--- config.mk ---
export PLATFORM = sky130hd
export DESIGN_NAME = job_queue_with_cancel
export DESIGN_NICKNAME = d
export VERILOG_FILES = /design/src/hw/rtl/jqc_pkg.sv /design/src/hw/rtl/jqc_ram.sv /design/src/hw/rtl/jqc_ctrl.sv /design/src/hw/rtl/jqc_dp.sv /design/src/hw/rtl/job_queue_with_cancel.sv
export SDC_FILE = /design/constraint.sdc
export NUM_CORES = 1
export LEC_CHECK = 0
export ABC_AREA = 1
export ABC_CLOCK_PERIOD_IN_PS = 3100
export BUFFER_PORTS_ARGS = -buffer_cell sky130_fd_sc_hd__clkbuf_2
export CAP_MARGIN = 20
export CORE_ASPECT_RATIO = 1.5
export CORE_MARGIN = 2
export CORE_UTILIZATION = 60
export DETAILED_ROUTE_END_ITERATION = 8
export PLACE_DENSITY = 0.81
export SLEW_MARGIN = 20
export SYNTH_ARGS = -nofsm -noshare
export SYNTH_HDL_FRONTEND = slang
export SYNTH_SLANG_ARGS = --single-unit
--- constraint.sdc ---
create_clock -name aclk -period 3.1 [get_ports aclk]
set_clock_uncertainty 0.2 [all_clocks]
set_input_delay 0.155 -clock aclk [delete_from_list [all_inputs] [get_ports aclk]]
set_output_delay 0.155 -clock aclk [all_outputs]
set_load 0.05 [all_outputs]
--- src/hw/rtl/jqc_pkg.sv ---
package jqc_pkg;

    localparam int DEPTH    = 16;
    localparam int ID_WIDTH = 16;
    localparam int ADDR_W   = $clog2(DEPTH);
    localparam int CNT_W    = $clog2(DEPTH + 1);
    localparam int OCC_W    = 5;

    typedef logic [1:0]          op_t;
    typedef logic [1:0]          stat_t;
    typedef logic [ADDR_W-1:0]   addr_t;
    typedef logic [CNT_W-1:0]    cnt_t;
    typedef logic [ID_WIDTH-1:0] id_t;

    localparam op_t OP_ADD    = 2'd0;
    localparam op_t OP_PROC   = 2'd1;
    localparam op_t OP_CANCEL = 2'd2;

    localparam stat_t STAT_OK        = 2'd0;
    localparam stat_t STAT_FULL      = 2'd1;
    localparam stat_t STAT_EMPTY     = 2'd2;
    localparam stat_t STAT_NOT_FOUND = 2'd3;

    typedef struct packed {
        logic  load;
        logic  add;
        logic  set_stat;
        stat_t stat;
        logic  rd_head;
        logic  rd_next;
        logic  take;
        logic  srch_init;
        logic  srch_step;
        logic  sh_write;
        logic  cancel_done;
        logic  out_load;
    } cmd_t;

    typedef struct packed {
        op_t  op;
        logic full;
        logic empty;
        logic match;
        logic last;
        logic at_tail;
        logic out_free;
    } sts_t;

    function automatic addr_t wrap_next(addr_t i);
        addr_t r;
        if (i == addr_t'(DEPTH - 1)) begin
            r = '0;
        end else begin
            r = i + addr_t'(1);
        end
        return r;
    endfunction

    function automatic addr_t wrap_prev(addr_t i);
        addr_t r;
        if (i == '0) begin
            r = addr_t'(DEPTH - 1);
        end else begin
            r = i - addr_t'(1);
        end
        return r;
    endfunction

endpackage

--- src/hw/rtl/jqc_ram.sv ---
module jqc_ram #(
    parameter int WIDTH = 16,
    parameter int DEPTH = 16
) (
    input  logic                     aclk,
    input  logic                     we,
    input  logic [$clog2(DEPTH)-1:0] waddr,
    input  logic [WIDTH-1:0]         wdata,
    input  logic [$clog2(DEPTH)-1:0] raddr,
    output logic [WIDTH-1:0]         rdata
);

    logic [WIDTH-1:0] mem [DEPTH];
    logic [WIDTH-1:0] rdata_reg;

    always_ff @(posedge aclk) begin
        if (we) begin
            mem[waddr] <= wdata;
        end
        rdata_reg <= mem[raddr];
    end

    assign rdata = rdata_reg;

endmodule

--- src/hw/rtl/jqc_ctrl.sv ---
module jqc_ctrl (
    input  logic          aclk,
    input  logic          aresetn,
    input  logic          s_valid,
    output logic          s_ready,
    input  jqc_pkg::sts_t sts,
    output jqc_pkg::cmd_t cmd
);

    localparam logic [3:0] S_IDLE = 4'd0;
    localparam logic [3:0] S_EXEC = 4'd1;
    localparam logic [3:0] S_PROC = 4'd2;
    localparam logic [3:0] S_SRD  = 4'd3;
    localparam logic [3:0] S_SCMP = 4'd4;
    localparam logic [3:0] S_SHRD = 4'd5;
    localparam logic [3:0] S_SHWR = 4'd6;
    localparam logic [3:0] S_RESP = 4'd7;

    logic [3:0] state_reg;
    logic [3:0] state_next;

    always_ff @(posedge aclk) begin
        if (!aresetn) begin
            state_reg <= S_IDLE;
        end else begin
            state_reg <= state_next;
        end
    end

    assign s_ready = (state_reg == S_IDLE);

    always_comb begin
        cmd        = '0;
        state_next = state_reg;
        unique case (state_reg)
            S_IDLE: begin
                if (s_valid) begin
                    cmd.load   = 1'b1;
                    state_next = S_EXEC;
                end
            end
            S_EXEC: begin
                cmd.set_stat = 1'b1;
                cmd.stat     = jqc_pkg::STAT_OK;
                state_next   = S_RESP;
                case (sts.op)
                    jqc_pkg::OP_ADD: begin
                        if (sts.full) begin
                            cmd.stat = jqc_pkg::STAT_FULL;
                        end else begin
                            cmd.add = 1'b1;
                        end
                    end
                    jqc_pkg::OP_PROC: begin
                        if (sts.empty) begin
                            cmd.stat = jqc_pkg::STAT_EMPTY;
                        end else begin
                            cmd.set_stat = 1'b0;
                            cmd.rd_head  = 1'b1;
                            state_next   = S_PROC;
                        end
                    end
                    jqc_pkg::OP_CANCEL: begin
                        if (sts.empty) begin
                            cmd.stat = jqc_pkg::STAT_EMPTY;
                        end else begin
                            cmd.set_stat  = 1'b0;
                            cmd.srch_init = 1'b1;
                            state_next    = S_SRD;
                        end
                    end
                    default: begin
                        cmd.stat = jqc_pkg::STAT_OK;
                    end
                endcase
            end
            S_PROC: begin
                cmd.take     = 1'b1;
                cmd.set_stat = 1'b1;
                cmd.stat     = jqc_pkg::STAT_OK;
                state_next   = S_RESP;
            end
            S_SRD: begin
                state_next = S_SCMP;
            end
            S_SCMP: begin
                if (sts.match) begin
                    state_next = S_SHRD;
                end else if (sts.last) begin
                    cmd.set_stat = 1'b1;
                    cmd.stat     = jqc_pkg::STAT_NOT_FOUND;
                    state_next   = S_RESP;
                end else begin
                    cmd.srch_step = 1'b1;
                    state_next    = S_SRD;
                end
            end
            S_SHRD: begin
                if (sts.at_tail) begin
                    cmd.cancel_done = 1'b1;
                    cmd.set_stat    = 1'b1;
                    cmd.stat        = jqc_pkg::STAT_OK;
                    state_next      = S_RESP;
                end else begin
                    cmd.rd_next = 1'b1;
                    state_next  = S_SHWR;
                end
            end
            S_SHWR: begin
                cmd.sh_write = 1'b1;
                state_next   = S_SHRD;
            end
            S_RESP: begin
                if (sts.out_free) begin
                    cmd.out_load = 1'b1;
                    state_next   = S_IDLE;
                end
            end
            default: begin
                state_next = S_IDLE;
            end
        endcase
    end

    a_load_only_idle: assert property (@(posedge aclk) disable iff (!aresetn)
        cmd.load |=> state_reg == S_EXEC)
        else $error("load not followed by exec");

    a_out_only_resp: assert property (@(posedge aclk) disable iff (!aresetn)
        cmd.out_load |=> s_ready)
        else $error("result load did not return to idle");

    a_shwr_from_shrd: assert property (@(posedge aclk) disable iff (!aresetn)
        cmd.sh_write |-> $past(cmd.rd_next))
        else $error("shift write without prior read");

endmodule

--- src/hw/rtl/jqc_dp.sv ---
module jqc_dp (
    input  logic                                aclk,
    input  logic                                aresetn,
    input  jqc_pkg::cmd_t                       cmd,
    output jqc_pkg::sts_t                       sts,
    input  logic [1:0]                          s_operation,
    input  logic [jqc_pkg::ID_WIDTH-1:0]        s_job_id,
    output logic                                m_valid,
    input  logic                                m_ready,
    output logic [1:0]                          m_status,
    output logic [jqc_pkg::ID_WIDTH-1:0]        m_removed_id,
    output logic [jqc_pkg::OCC_W-1:0]           m_occupancy
);

    jqc_pkg::addr_t head_reg;
    jqc_pkg::addr_t tail_reg;
    jqc_pkg::addr_t pos_reg;
    jqc_pkg::cnt_t  count_reg;
    jqc_pkg::cnt_t  n_reg;
    jqc_pkg::op_t   op_reg;
    jqc_pkg::id_t   id_reg;
    jqc_pkg::id_t   removed_reg;
    jqc_pkg::stat_t stat_reg;

    logic                          m_valid_reg;
    jqc_pkg::stat_t                m_status_reg;
    jqc_pkg::id_t                  m_removed_reg;
    logic [jqc_pkg::OCC_W-1:0]     m_occ_reg;

    logic           ram_we;
    jqc_pkg::addr_t ram_waddr;
    jqc_pkg::id_t   ram_wdata;
    jqc_pkg::addr_t ram_raddr;
    jqc_pkg::id_t   ram_rdata;

    always_comb begin
        ram_we    = cmd.add | cmd.sh_write;
        ram_waddr = cmd.add ? jqc_pkg::wrap_next(tail_reg) : pos_reg;
        ram_wdata = cmd.add ? id_reg : ram_rdata;
        if (cmd.rd_head) begin
            ram_raddr = head_reg;
        end else if (cmd.rd_next) begin
            ram_raddr = jqc_pkg::wrap_next(pos_reg);
        end else begin
            ram_raddr = pos_reg;
        end
    end

    jqc_ram #(
        .WIDTH (jqc_pkg::ID_WIDTH),
        .DEPTH (jqc_pkg::DEPTH)
    ) u_ram (
        .aclk  (aclk),
        .we    (ram_we),
        .waddr (ram_waddr),
        .wdata (ram_wdata),
        .raddr (ram_raddr),
        .rdata (ram_rdata)
    );

    always_ff @(posedge aclk) begin
        if (!aresetn) begin
            head_reg    <= '0;
            tail_reg    <= jqc_pkg::addr_t'(jqc_pkg::DEPTH - 1);
            count_reg   <= '0;
            m_valid_reg <= 1'b0;
        end else begin
            if (cmd.add) begin
                tail_reg  <= jqc_pkg::wrap_next(tail_reg);
                count_reg <= count_reg + jqc_pkg::cnt_t'(1);
            end
            if (cmd.take) begin
                head_reg  <= jqc_pkg::wrap_next(head_reg);
                count_reg <= count_reg - jqc_pkg::cnt_t'(1);
            end
            if (cmd.cancel_done) begin
                tail_reg  <= jqc_pkg::wrap_prev(tail_reg);
                count_reg <= count_reg - jqc_pkg::cnt_t'(1);
            end
            if (cmd.out_load) begin
                m_valid_reg <= 1'b1;
            end else if (m_ready) begin
                m_valid_reg <= 1'b0;
            end
        end
    end

    always_ff @(posedge aclk) begin
        if (cmd.load) begin
            op_reg      <= s_operation;
            id_reg      <= s_job_id;
            removed_reg <= '0;
        end
        if (cmd.take) begin
            removed_reg <= ram_rdata;
        end
        if (cmd.set_stat) begin
            stat_reg <= cmd.stat;
        end
        if (cmd.srch_init) begin
            pos_reg <= head_reg;
            n_reg   <= '0;
        end
        if (cmd.srch_step || cmd.sh_write) begin
            pos_reg <= jqc_pkg::wrap_next(pos_reg);
        end
        if (cmd.srch_step) begin
            n_reg <= n_reg + jqc_pkg::cnt_t'(1);
        end
        if (cmd.out_load) begin
            m_status_reg  <= stat_reg;
            m_removed_reg <= removed_reg;
            m_occ_reg     <= jqc_pkg::OCC_W'(count_reg);
        end
    end

    always_comb begin
        sts.op       = op_reg;
        sts.full     = (count_reg >= jqc_pkg::cnt_t'(jqc_pkg::DEPTH));
        sts.empty    = (count_reg == '0);
        sts.match    = (ram_rdata == id_reg);
        sts.last     = (n_reg == count_reg - jqc_pkg::cnt_t'(1));
        sts.at_tail  = (pos_reg == tail_reg);
        sts.out_free = !m_valid_reg || m_ready;
    end

    assign m_valid      = m_valid_reg;
    assign m_status     = m_status_reg;
    assign m_removed_id = m_removed_reg;
    assign m_occupancy  = m_occ_reg;

    a_count_bound: assert property (@(posedge aclk) disable iff (!aresetn)
        count_reg <= jqc_pkg::cnt_t'(jqc_pkg::DEPTH))
        else $error("occupancy above depth");

    a_add_grows: assert property (@(posedge aclk) disable iff (!aresetn)
        cmd.add |=> count_reg == $past(count_reg) + jqc_pkg::cnt_t'(1))
        else $error("add did not grow occupancy");

    a_take_nonempty: assert property (@(posedge aclk) disable iff (!aresetn)
        cmd.take |-> count_reg != '0)
        else $error("take from empty queue");

    a_shift_before_tail: assert property (@(posedge aclk) disable iff (!aresetn)
        cmd.sh_write |-> pos_reg != tail_reg)
        else $error("shift past tail");

endmodule

--- src/hw/rtl/job_queue_with_cancel.sv ---
// job queue with cancel: circular queue of 16 job identifiers
// input word: s_operation (0 add, 1 process head, 2 cancel by id) and s_job_id,
// taken when s_valid and s_ready are both high
// result word: m_status (0 ok, 1 full, 2 empty, 3 not found), m_removed_id
// (head id on a successful process, else 0) and m_occupancy after the operation
// one result word per input word, in order
// one word is worked at a time; s_ready is high only while the block is idle
// add and unknown codes: execute, then result; process: read head, take, result
// cancel: compares entries from the head until the id is found, then moves each
// later entry up one place in the entry memory (one write port, registered read)
// a result sits in the output register until taken; while m_ready is low the
// block holds the next result and stops accepting after one more word
// reset (aresetn low, synchronous) empties the queue and drops any result;
// the block accepts a word in the first cycle after reset
module job_queue_with_cancel (
    input  logic                         aclk,
    input  logic                         aresetn,
    input  logic                         s_valid,
    output logic                         s_ready,
    input  logic [1:0]                   s_operation,
    input  logic [jqc_pkg::ID_WIDTH-1:0] s_job_id,
    output logic                         m_valid,
    input  logic                         m_ready,
    output logic [1:0]                   m_status,
    output logic [jqc_pkg::ID_WIDTH-1:0] m_removed_id,
    output logic [jqc_pkg::OCC_W-1:0]    m_occupancy
);

    jqc_pkg::cmd_t cmd;
    jqc_pkg::sts_t sts;

    jqc_ctrl u_ctrl (
        .aclk    (aclk),
        .aresetn (aresetn),
        .s_valid (s_valid),
        .s_ready (s_ready),
        .sts     (sts),
        .cmd     (cmd)
    );

    jqc_dp u_dp (
        .aclk         (aclk),
        .aresetn      (aresetn),
        .cmd          (cmd),
        .sts          (sts),
        .s_operation  (s_operation),
        .s_job_id     (s_job_id),
        .m_valid      (m_valid),
        .m_ready      (m_ready),
        .m_status     (m_status),
        .m_removed_id (m_removed_id),
        .m_occupancy  (m_occupancy)
    );

endmodule
Word-level counts from Yosys, hierarchy flattened
Memory sizes are Yosys's and may differ from the RTL's. A register that Yosys moved wholly into a read port is not among the register bits.
Cells that the tools add are included.
Widths: inputs -> output; s select.
{ "classes": {"mux": 62, "n_addsub": 7, "n_bitwise": 1, "n_eq_ne": 17, "order_cmp": 1, "n_reduce_logical": 15} }
{ "ops": {"columns": ["cell", "count"], "rows": [
  ["$mux 4", 13],
  ["$mux 16", 3],
  ["$pmux 4 s8", 1],
  ["$mux 1", 29],
  ["$mux 5", 5],
  ["$mux 3", 7],
  ["$eq 16x16->1", 1],
  ["$eq 4x3->1 const B", 4],
  ["$add 4x1->4 const B", 3],
  ["$eq 4x4->1 const B", 3],
  ["$pmux 3 s4", 1],
  ["$add 5x1->5 const B", 2],
  ["$reduce_bool 2->1", 5],
  ["$eq 4x2->1 const B", 2],
  ["$logic_not 4->1", 2],
  ["$pmux 4 s2", 1],
  ["$eq 5x5->1", 1],
  ["$ge 5x5->1 const B", 1],
  ["$logic_not 5->1", 1],
  ["$sub 5x1->5 const B", 1],
  ["$eq 4x1->1 const B", 1],
  ["$eq 4x4->1", 1],
  ["$ne 2x2->1 const B", 2],
  ["$pmux 2 s2", 1],
  ["other kinds (11)", 12]
]} }
{ "totals": {"n_memories": 1, "out_inout_bits": 25, "ramBits": 256, "regBits": 86, "in_bits": 22} }
{ "mem_list": {"columns": ["memory", "depth", "width", "read_ports", "rd_ports_with_merged_regs", "wr", "line", "text"], "rows": [
  ["u_dp.u_ram.mem", 16, 16, 1, 1, 1, "jqc_ram.sv:13", "logic [WIDTH-1:0] mem [DEPTH];"]
]} }

Longest topological paths before layout
Gate-level depths: netlist of the first run.
{ "logic_depth": {"depth_word": 7, "ltp_mapped": 17} }

Hierarchy
A second synthesis of the first run with hierarchy kept.
{ "hier_totals": {"cells_unflattened": 1562, "area_unflattened_um2": 15758.9} }
{ "modules_own_cells": {"columns": ["mod", "cells_per_inst", "area_each_um2", "n_inst"], "rows": [
  ["jqc_ram", 1074, 11380.9, 1],
  ["jqc_dp", 421, 3958.8, 1],
  ["jqc_ctrl", 67, 419.2, 1]
]} }

Least setup slack after synthesis of the first run
OpenSTA, ideal clock, no wires.
{ "synth_path": {"kind": "register -> register", "startpoint": "register u_ctrl.state_reg[2]", "endpoint": "register u_dp.removed_reg[0], enable pin", "slack_ns": -0.427, "stages_incl_launch_ff": 4, "setup_time_ns": 0.411, "required_time_ns": 2.489, "arrival_ns": 2.915, "path_cell_list": "dfxtp_1 nor3_1 inv_1 o21ai_0"} }
{ "synth_between": {"elab_chain_len": 3, "elab_cells_between_ends": 5} }
{ "synth_rtl": {"columns": ["item", "line", "text"], "rows": [
  ["start, declared", "jqc_ctrl.sv:19", "logic [3:0] state_reg;"],
  ["start signal, assigned", "jqc_ctrl.sv:26", "state_reg <= state_next;"],
  ["$logic_not 4->1", null, null],
  ["named net s_ready", "job_queue_with_cancel.sv:19", "output logic s_ready,"],
  ["$mux 1", "jqc_ctrl.sv:35", "unique case (state_reg)"],
  ["$reduce_bool 2->1 (no source line)", null, null],
  ["end signal, assigned", "jqc_dp.sv:95", "removed_reg <= ram_rdata;"],
  ["end, declared", "jqc_dp.sv:22", "jqc_pkg::id_t removed_reg;"]
]} }
The timed path passes the listed nets, and every way through them passes these cells.
A chain may end at the register's enable or synchronous reset.

Worst setup path in the final report of the first run
{ "layout_path": {"startpoint": "register u_ctrl.state_reg[0]", "endpoint": "memory u_dp.u_ram.mem[11][7], enable pin"} }
{ "layout_between": {"elab_chain_len": 5, "elab_cells_between_ends": 8} }
{ "layout_rtl": {"columns": ["item", "line", "text"], "rows": [
  ["$eq 4x1->1 or $eq 4x3->1 (tied branches)", "jqc_ctrl.sv:35", null],
  ["$mux 1", "jqc_ctrl.sv:35", null],
  ["$or 1x1->1", "jqc_dp.sv:37", "ram_we = cmd.add | cmd.sh_write;"],
  ["$mux 1", "jqc_ram.sv:17", "if (we) begin"],
  ["$mux 1 (not written as such)", "jqc_ram.sv:18", "mem[waddr] <= wdata;"],
  ["end, declared", "jqc_ram.sv:13", null]
]} }
Several ways; a longest one is shown, not always the timed one.

==> impl_metrics.yaml, run 1 <==
yosys:
  synthCells: 1488
  synth_seq_area_share_pct: 65.6
  syn_area_sq_um: 15800
  synth_common_cells: "edfxtp_1, nand3_1, nand2_1, inv_1, nor2_1"
  synth.avg_cell_area_sq_um: 10.7
  yosysTopAreaCellShare_pct: 61.4
  yosys.area.top_type: "edfxtp_1"
  yosys-top-cells-area: "edfxtp_1, nand3_1, nand2_1"
  synth.distinct_cells: 41
  synth_most_common_cell: "edfxtp_1"
  syn_nets: 1523
  ys.warnings.count: 0
  synth_edf_count: 324
  ys_ff_latch: 357
  async_reset_ff_share_pct: 0
  synth_ff_type: "edfxtp_1"
cells_and_area:
  final_nets: 1633
  antennaDiodeCount: 0
  drive_above_1_share_pct: 12.8
  regMostFlops: "u_dp.u_ram.mem"
  area_growth_pct: 14.4
  largest_reg_flops: 256
clock_tree:
  cts_tree: "yes"
  insertion_delay_ps: 540
  cts_buffers: 34
  clk_pin_slew_ps: 60
  cts_sinks: 357
  cts_max_level: 2
  root_buffer: "clkbuf_16"
  ctsLongestPathBuffers: 3
die:
  die-area_sq_um: 27800
  fp.dieW_um: 137
  start_util_pct: 61.3
  die_y_um: 203
  num_rows: 72
  core_sq_um: 25900
  ioPinCount: 47
setup_path:
  worstPathArrival_ps: 2990
  critPathBufInv: 2
  crit_slowest_cell: "dfxtp_1"
  path_common_cell: "nand2_1"
  max_stage_delay_ps: 420
  startpoint_type: "flop"
  critical_path.top_delay_family: "simple AND/OR/NAND/NOR gates"
  critical_path_class: "reg -> reg"
  crit_chain: "nand2_1, nor2_4, nand2_1, nor2_2, buf_4, nand2_1, o21ai_1, nand3_1, nor2_2, buf_4"
  required_ps: 3110
  worst_setup_path_end_kind: "flop"
  crit_fanout: 8
global_route:
  grt_pass1_vias: 11600
  grt_max_degree: 129
  overflow: 0
  track_usage_pct: 30.2
  antenna_found_initial: 0
  grt_pass1_wl_um: 63300
route:
  ant_nets: 0
  drc: 0
  wl_per_cell_um: 21.2
  via_count: 11600
  first_pass_iters: 9
  drt_iter0_drc: 1536
  via_per_inst: 5.94
  totalWireLength_um: 41400
place:
  dp_slack_ps: 200
  gp_congestion: 0.932
  portBuffers: 46
  hpwlAfterDp_um: 25600
run:
  maxCapViolations: 0
power:
  cellPowerDensity_nw_per_um2: 986
  total_power_mw: 17.9
  p_leak_nw: 7.53
  vdd.ir_drop.worst_uv: 670
sta:
  min_period_ps: 2980
  max_freq_mhz: 335
  setup_violations: 0
  tightest_slew_ps: 976
  rsz0062_at_grt: "true"
  fin_ws_ps: 119
  slew_headroom_pct: 34.9
  fin_crit_sh_pct: 96.2
  hold_viol_final: 0
  drv_slew: 0
status:
  run_status: "completed"
min_path:
  hold_class: "in -> reg"
==> where the power goes <==
part           internal (mW)  switching (mW)
Clock                   2.29            1.77
Sequential              6.55           0.458
Combinational           2.03            4.77
==> layout by cell type, fill, tap and decap left out, drive strengths merged, types with 2 or more instances in the layout <==
cell type    synthesis  routed
buf                 54      74
edfxtp             324     324
inv                246     248
nand3b              48      48
ha                  13      13
xnor2               10      10
dfxtp               33      33
clkbuf              16      94
or2                  3       3
nor3                 7       7
a21oi               10      10
nand2              261     262
o2111ai              3       3
nand4                9       9
clkinv               0       8
o211ai               4       4
o21ai               42      43
xor2                13      13
nor2                68      68
dlygate4sd3          0      22
nand3              314     314
nor4                 2       2
==> cell type report <==
| class | count | area [sq um] |
|---|---|---|
| flip-flops and latches | 357 | 10400 |
| fillers | 1664 | 7730 |
| multi-input cells | 817 | 4180 |
| repair buffers | 142 | 1140 |
| clock buffers | 48 | 975 |
| inverters | 246 | 923 |
| well taps | 333 | 417 |
| clock inverters | 12 | 93.8 |
==> metrics by stage <==
stage	hold slack, ps	instance area, sq um	instances	TNS, ps	util (%)
after global routing	159	18100	1955	-1800	70.1
after CTS	128	18000	1948	0	69.8
after global placement	133	16800	1866	0	64.8
after floorplan	53.9	15900	1488	0	-
final	136	18100	1955	0	70.1
after detailed placement	135	16800	1866	0	64.8
==> final timing paths <==
kind | start | end | slack (ps) | cells past startpoint
max | u_ctrl.state_reg[0]$_SDFFE_PN0P_ | u_dp.u_ram.mem[11][7]$_DFFE_PP_ | 120 | 10
min | s_job_id[9] | u_dp.id_reg[9]$_DFFE_PP_ | 140 | 2
max reg2reg | u_ctrl.state_reg[0]$_SDFFE_PN0P_ | u_dp.u_ram.mem[11][7]$_DFFE_PP_ | 120 | 10
min reg2reg | u_dp.removed_reg[0]$_SDFFCE_PN0P_ | u_dp.m_removed_id[0]$_DFFE_PP_ | 220 | 0
==> timing repair <==
item,in CTS,in global routing
endpoints found under the hold margin,38,0
resized for setup,0,4
endpoints found under the setup margin,0,80
hold buffers,22,0
buffers inserted,0,5
==> kinds of logic (layout without fill, tap and decap cells) <==
logic type                 after synthesis  in the layout  share of synthesized area (%)
adders and majority gates               13             13                           1.03
DFF                                    357            357                           65.6
buffers and inverters                  316            448                           8.51
and+or+nand+nor                        714            715                           21.2
AOI/OAI and AO/OA                       65             66                           2.42
xor gates and xnor gates                23             23                           1.27
==> metal layers <==
metal | GRT usage, % | part of all wire (%) | vias up
met2 | 51.4 | 51 | 739
li1 | - | - | 5221
met1 | 34.3 | 33 | 5434
met5 | 0 | 0 | -
met4 | 19.9 | 7.0 | 0
met3 | 5.54 | 8.7 | 209
No activity file was read; power rests on OpenSTA's default activity.
==> inputs of run 2 (changes only) <==
Settings changed: ABC_CLOCK_PERIOD_IN_PS 3100 to not set, BUFFER_PORTS_ARGS -buffer_cell sky130_fd_sc_hd__clkbuf_2 to not set, DONT_BUFFER_PORTS set to 1, PLACE_DENSITY 0.81 to 0.8.
==> run 2 against run 1 <==
Global-route usage shrank 0.21 points. The flow now finishes with violations (negative hold slack). Register-to-register slack gained 40 ps. Via count is essentially flat. Critical endpoint is now u_dp.u_ram.rdata[3]$_DFF_P_. Flip-flop and latch count is the same. Critical path type unchanged.
==> impl_metrics.yaml, run 2 (synthesis results as in run 1) <==
clock_tree:
  clk_pin_slew_ps: 80
  cts_max_level: 1
  root_buffer: "clkbuf_16"
  cts_sinks: 357
  insertion_delay_ps: 600
  cts_setup_buffers: 0
  cts_tree: "yes"
  ctsLongestPathBuffers: 3
  cts_buffers: 31
place:
  portBuffers: 0
  gp_congestion: 0.909
  hpwlAfterDp_um: 25800
  dp_slack_ps: 110
power:
  cellPowerDensity_nw_per_um2: 1000
  p_leak_nw: 7.26
  vdd.ir_drop.worst_uv: 905
  total_power_mw: 17.8
route:
  wl_per_cell_um: 21.8
  ant_nets: 0
  drc: 0
  via_per_inst: 6.09
  totalWireLength_um: 41500
  first_pass_iters: 6
  drt_iter0_drc: 1681
  via_count: 11600
sta:
  fin_crit_sh_pct: 94.8
  drv_slew: 0
  tightest_slew_ps: 1110
  whs_ps: -12.3
  fin_ws_ps: 162
  setup_violations: 0
  slew_headroom_pct: 25.0
  max_freq_mhz: 340
  min_period_ps: 2940
  hold_viol_final: 2
setup_path:
  crit_fanout: 49
  worstPathArrival_ps: 3220
  r2r-end: "u_dp.u_ram.rdata[3]$_DFF_P_"
  r2r-start: "u_dp.count_reg[0]$_SDFFE_PN0P_"
  critical_path_class: "reg -> reg"
  worst_setup_path_end_kind: "flop"
  r2r_cells: 12
  r2r_slack_ps: 160
  startpoint_type: "flop"
  required_ps: 3380
status:
  run_status: "finished with violations"
  violations: "negative hold slack"
die:
  die_y_um: 203
  num_rows: 72
  ioPinCount: 47
  fp.dieW_um: 137
  core_sq_um: 25900
  start_util_pct: 61.3
  die-area_sq_um: 27800
run:
  maxCapViolations: 0
global_route:
  track_usage_pct: 30.0
  antenna_found_initial: 0
  grt_pass1_wl_um: 62300
  grt_max_degree: 129
  overflow: 0
  grt_pass1_vias: 11100
cells_and_area:
  largest_reg_flops: 256
  ff_latch_area_sq_um: 10400
  regMostFlops: "u_dp.u_ram.mem"
  final_nets: 1583
  multi_input_area_sq_um: 4200
  mostFrequentLayoutCell: "edfxtp_1"
  fill_cells: 1676
  drive_above_1_share_pct: 9.41
  layout_common_cells: "edfxtp_1, nand3_1, nand2_1"
  area_growth_pct: 12.3
  antennaDiodeCount: 0
min_path:
  hold_path_startpoint: "s_job_id[7]"
  worstHoldPathCells: 1
  whs_endpoint: "u_dp.id_reg[7]$_DFFE_PP_"
  hold_class: "in -> reg"
[run 2: worst max path at each step]
stage | from | end | slack, ps | depth (start not counted)
finish | u_dp.count_reg[0]$_SDFFE_PN0P_ | u_dp.u_ram.rdata[3]$_DFF_P_ | 160 | 12
global route | u_ctrl.state_reg[0]$_SDFFE_PN0P_ | u_dp.u_ram.mem[2][1]$_DFFE_PP_ | -30 | 9
CTS | u_ctrl.state_reg[0]$_SDFFE_PN0P_ | u_dp.u_ram.mem[15][14]$_DFFE_PP_ | 90 | 11
detailed placement | u_ctrl.state_reg[0]$_SDFFE_PN0P_ | u_dp.u_ram.mem[15][9]$_DFFE_PP_ | 110 | 11
global placement | u_ctrl.state_reg[0]$_SDFFE_PN0P_ | u_dp.u_ram.mem[15][9]$_DFFE_PP_ | 280 | 11
floorplan | u_ctrl.state_reg[0]$_SDFFE_PN0P_ | u_dp.u_ram.mem[11][0]$_DFFE_PP_ | 270 | 10
[run 2: critical path, stage by stage, from the launching register on]
cell and delay (ps):
dfxtp_1 360, inv_1 170, ha_1 170, nand3_1 220
nand3_4 300, nand3_4 200, nand2_4 270, buf_12 270
nand2_1 90, nand3_1 70, nand3_1 200, nand3_1 180
nand2_1 100
[run 2: final cells by class]
class                      count  area share (%)
clock inverter                21           0.865
multi-input combinational    816            23.6
timing repair buffer          96            5.20
sequential                   357            58.4
tap                          333            2.34
inverter                     246            5.19
clock buffer                  36            4.46
[run 2: per-layer routing]
metal  vias to the layer above  wire [um]  GRT usage [%]
met5                         -          0              0
li1                       5130          -              -
met1                      5447      13600           34.7
met4                         0       2970           18.6
met3                       196       3870           4.54
met2                       819      21000           51.7
[run 2: power by group]
part           leakage (nW)  switching, mW  internal [mW]  total (mW)
logic                  3.58           5.02           2.03        7.05
clock network         0.458           1.72           1.99        3.72
registers              3.22          0.484           6.55        7.04
total                  7.26           7.22           10.6        17.8
[run 2: metrics by stage]
| step | setup TNS [ps] | std cells | instance area (sq um) | utilization (%) | hold slack (ps) |
|---|---|---|---|---|---|
| after floorplan | 0 | 1488 | 15900 | - | 53.9 |
| after global placement | 0 | 1814 | 16500 | 63.7 | 53.9 |
| after detailed placement | 0 | 1814 | 16500 | 63.7 | 53.9 |
| after CTS | 0 | 1901 | 17700 | 68.6 | 2.43 |
| after global routing | -736 | 1905 | 17800 | 68.8 | 4.19 |
| final | 0 | 1905 | 17800 | 68.8 | -12.3 |
[run 2: repair_timing]
action	in CTS	in global routing
resized for setup	0	6
hold endpoints to repair	69	2
setup endpoints to repair	0	257
hold buffers	30	2
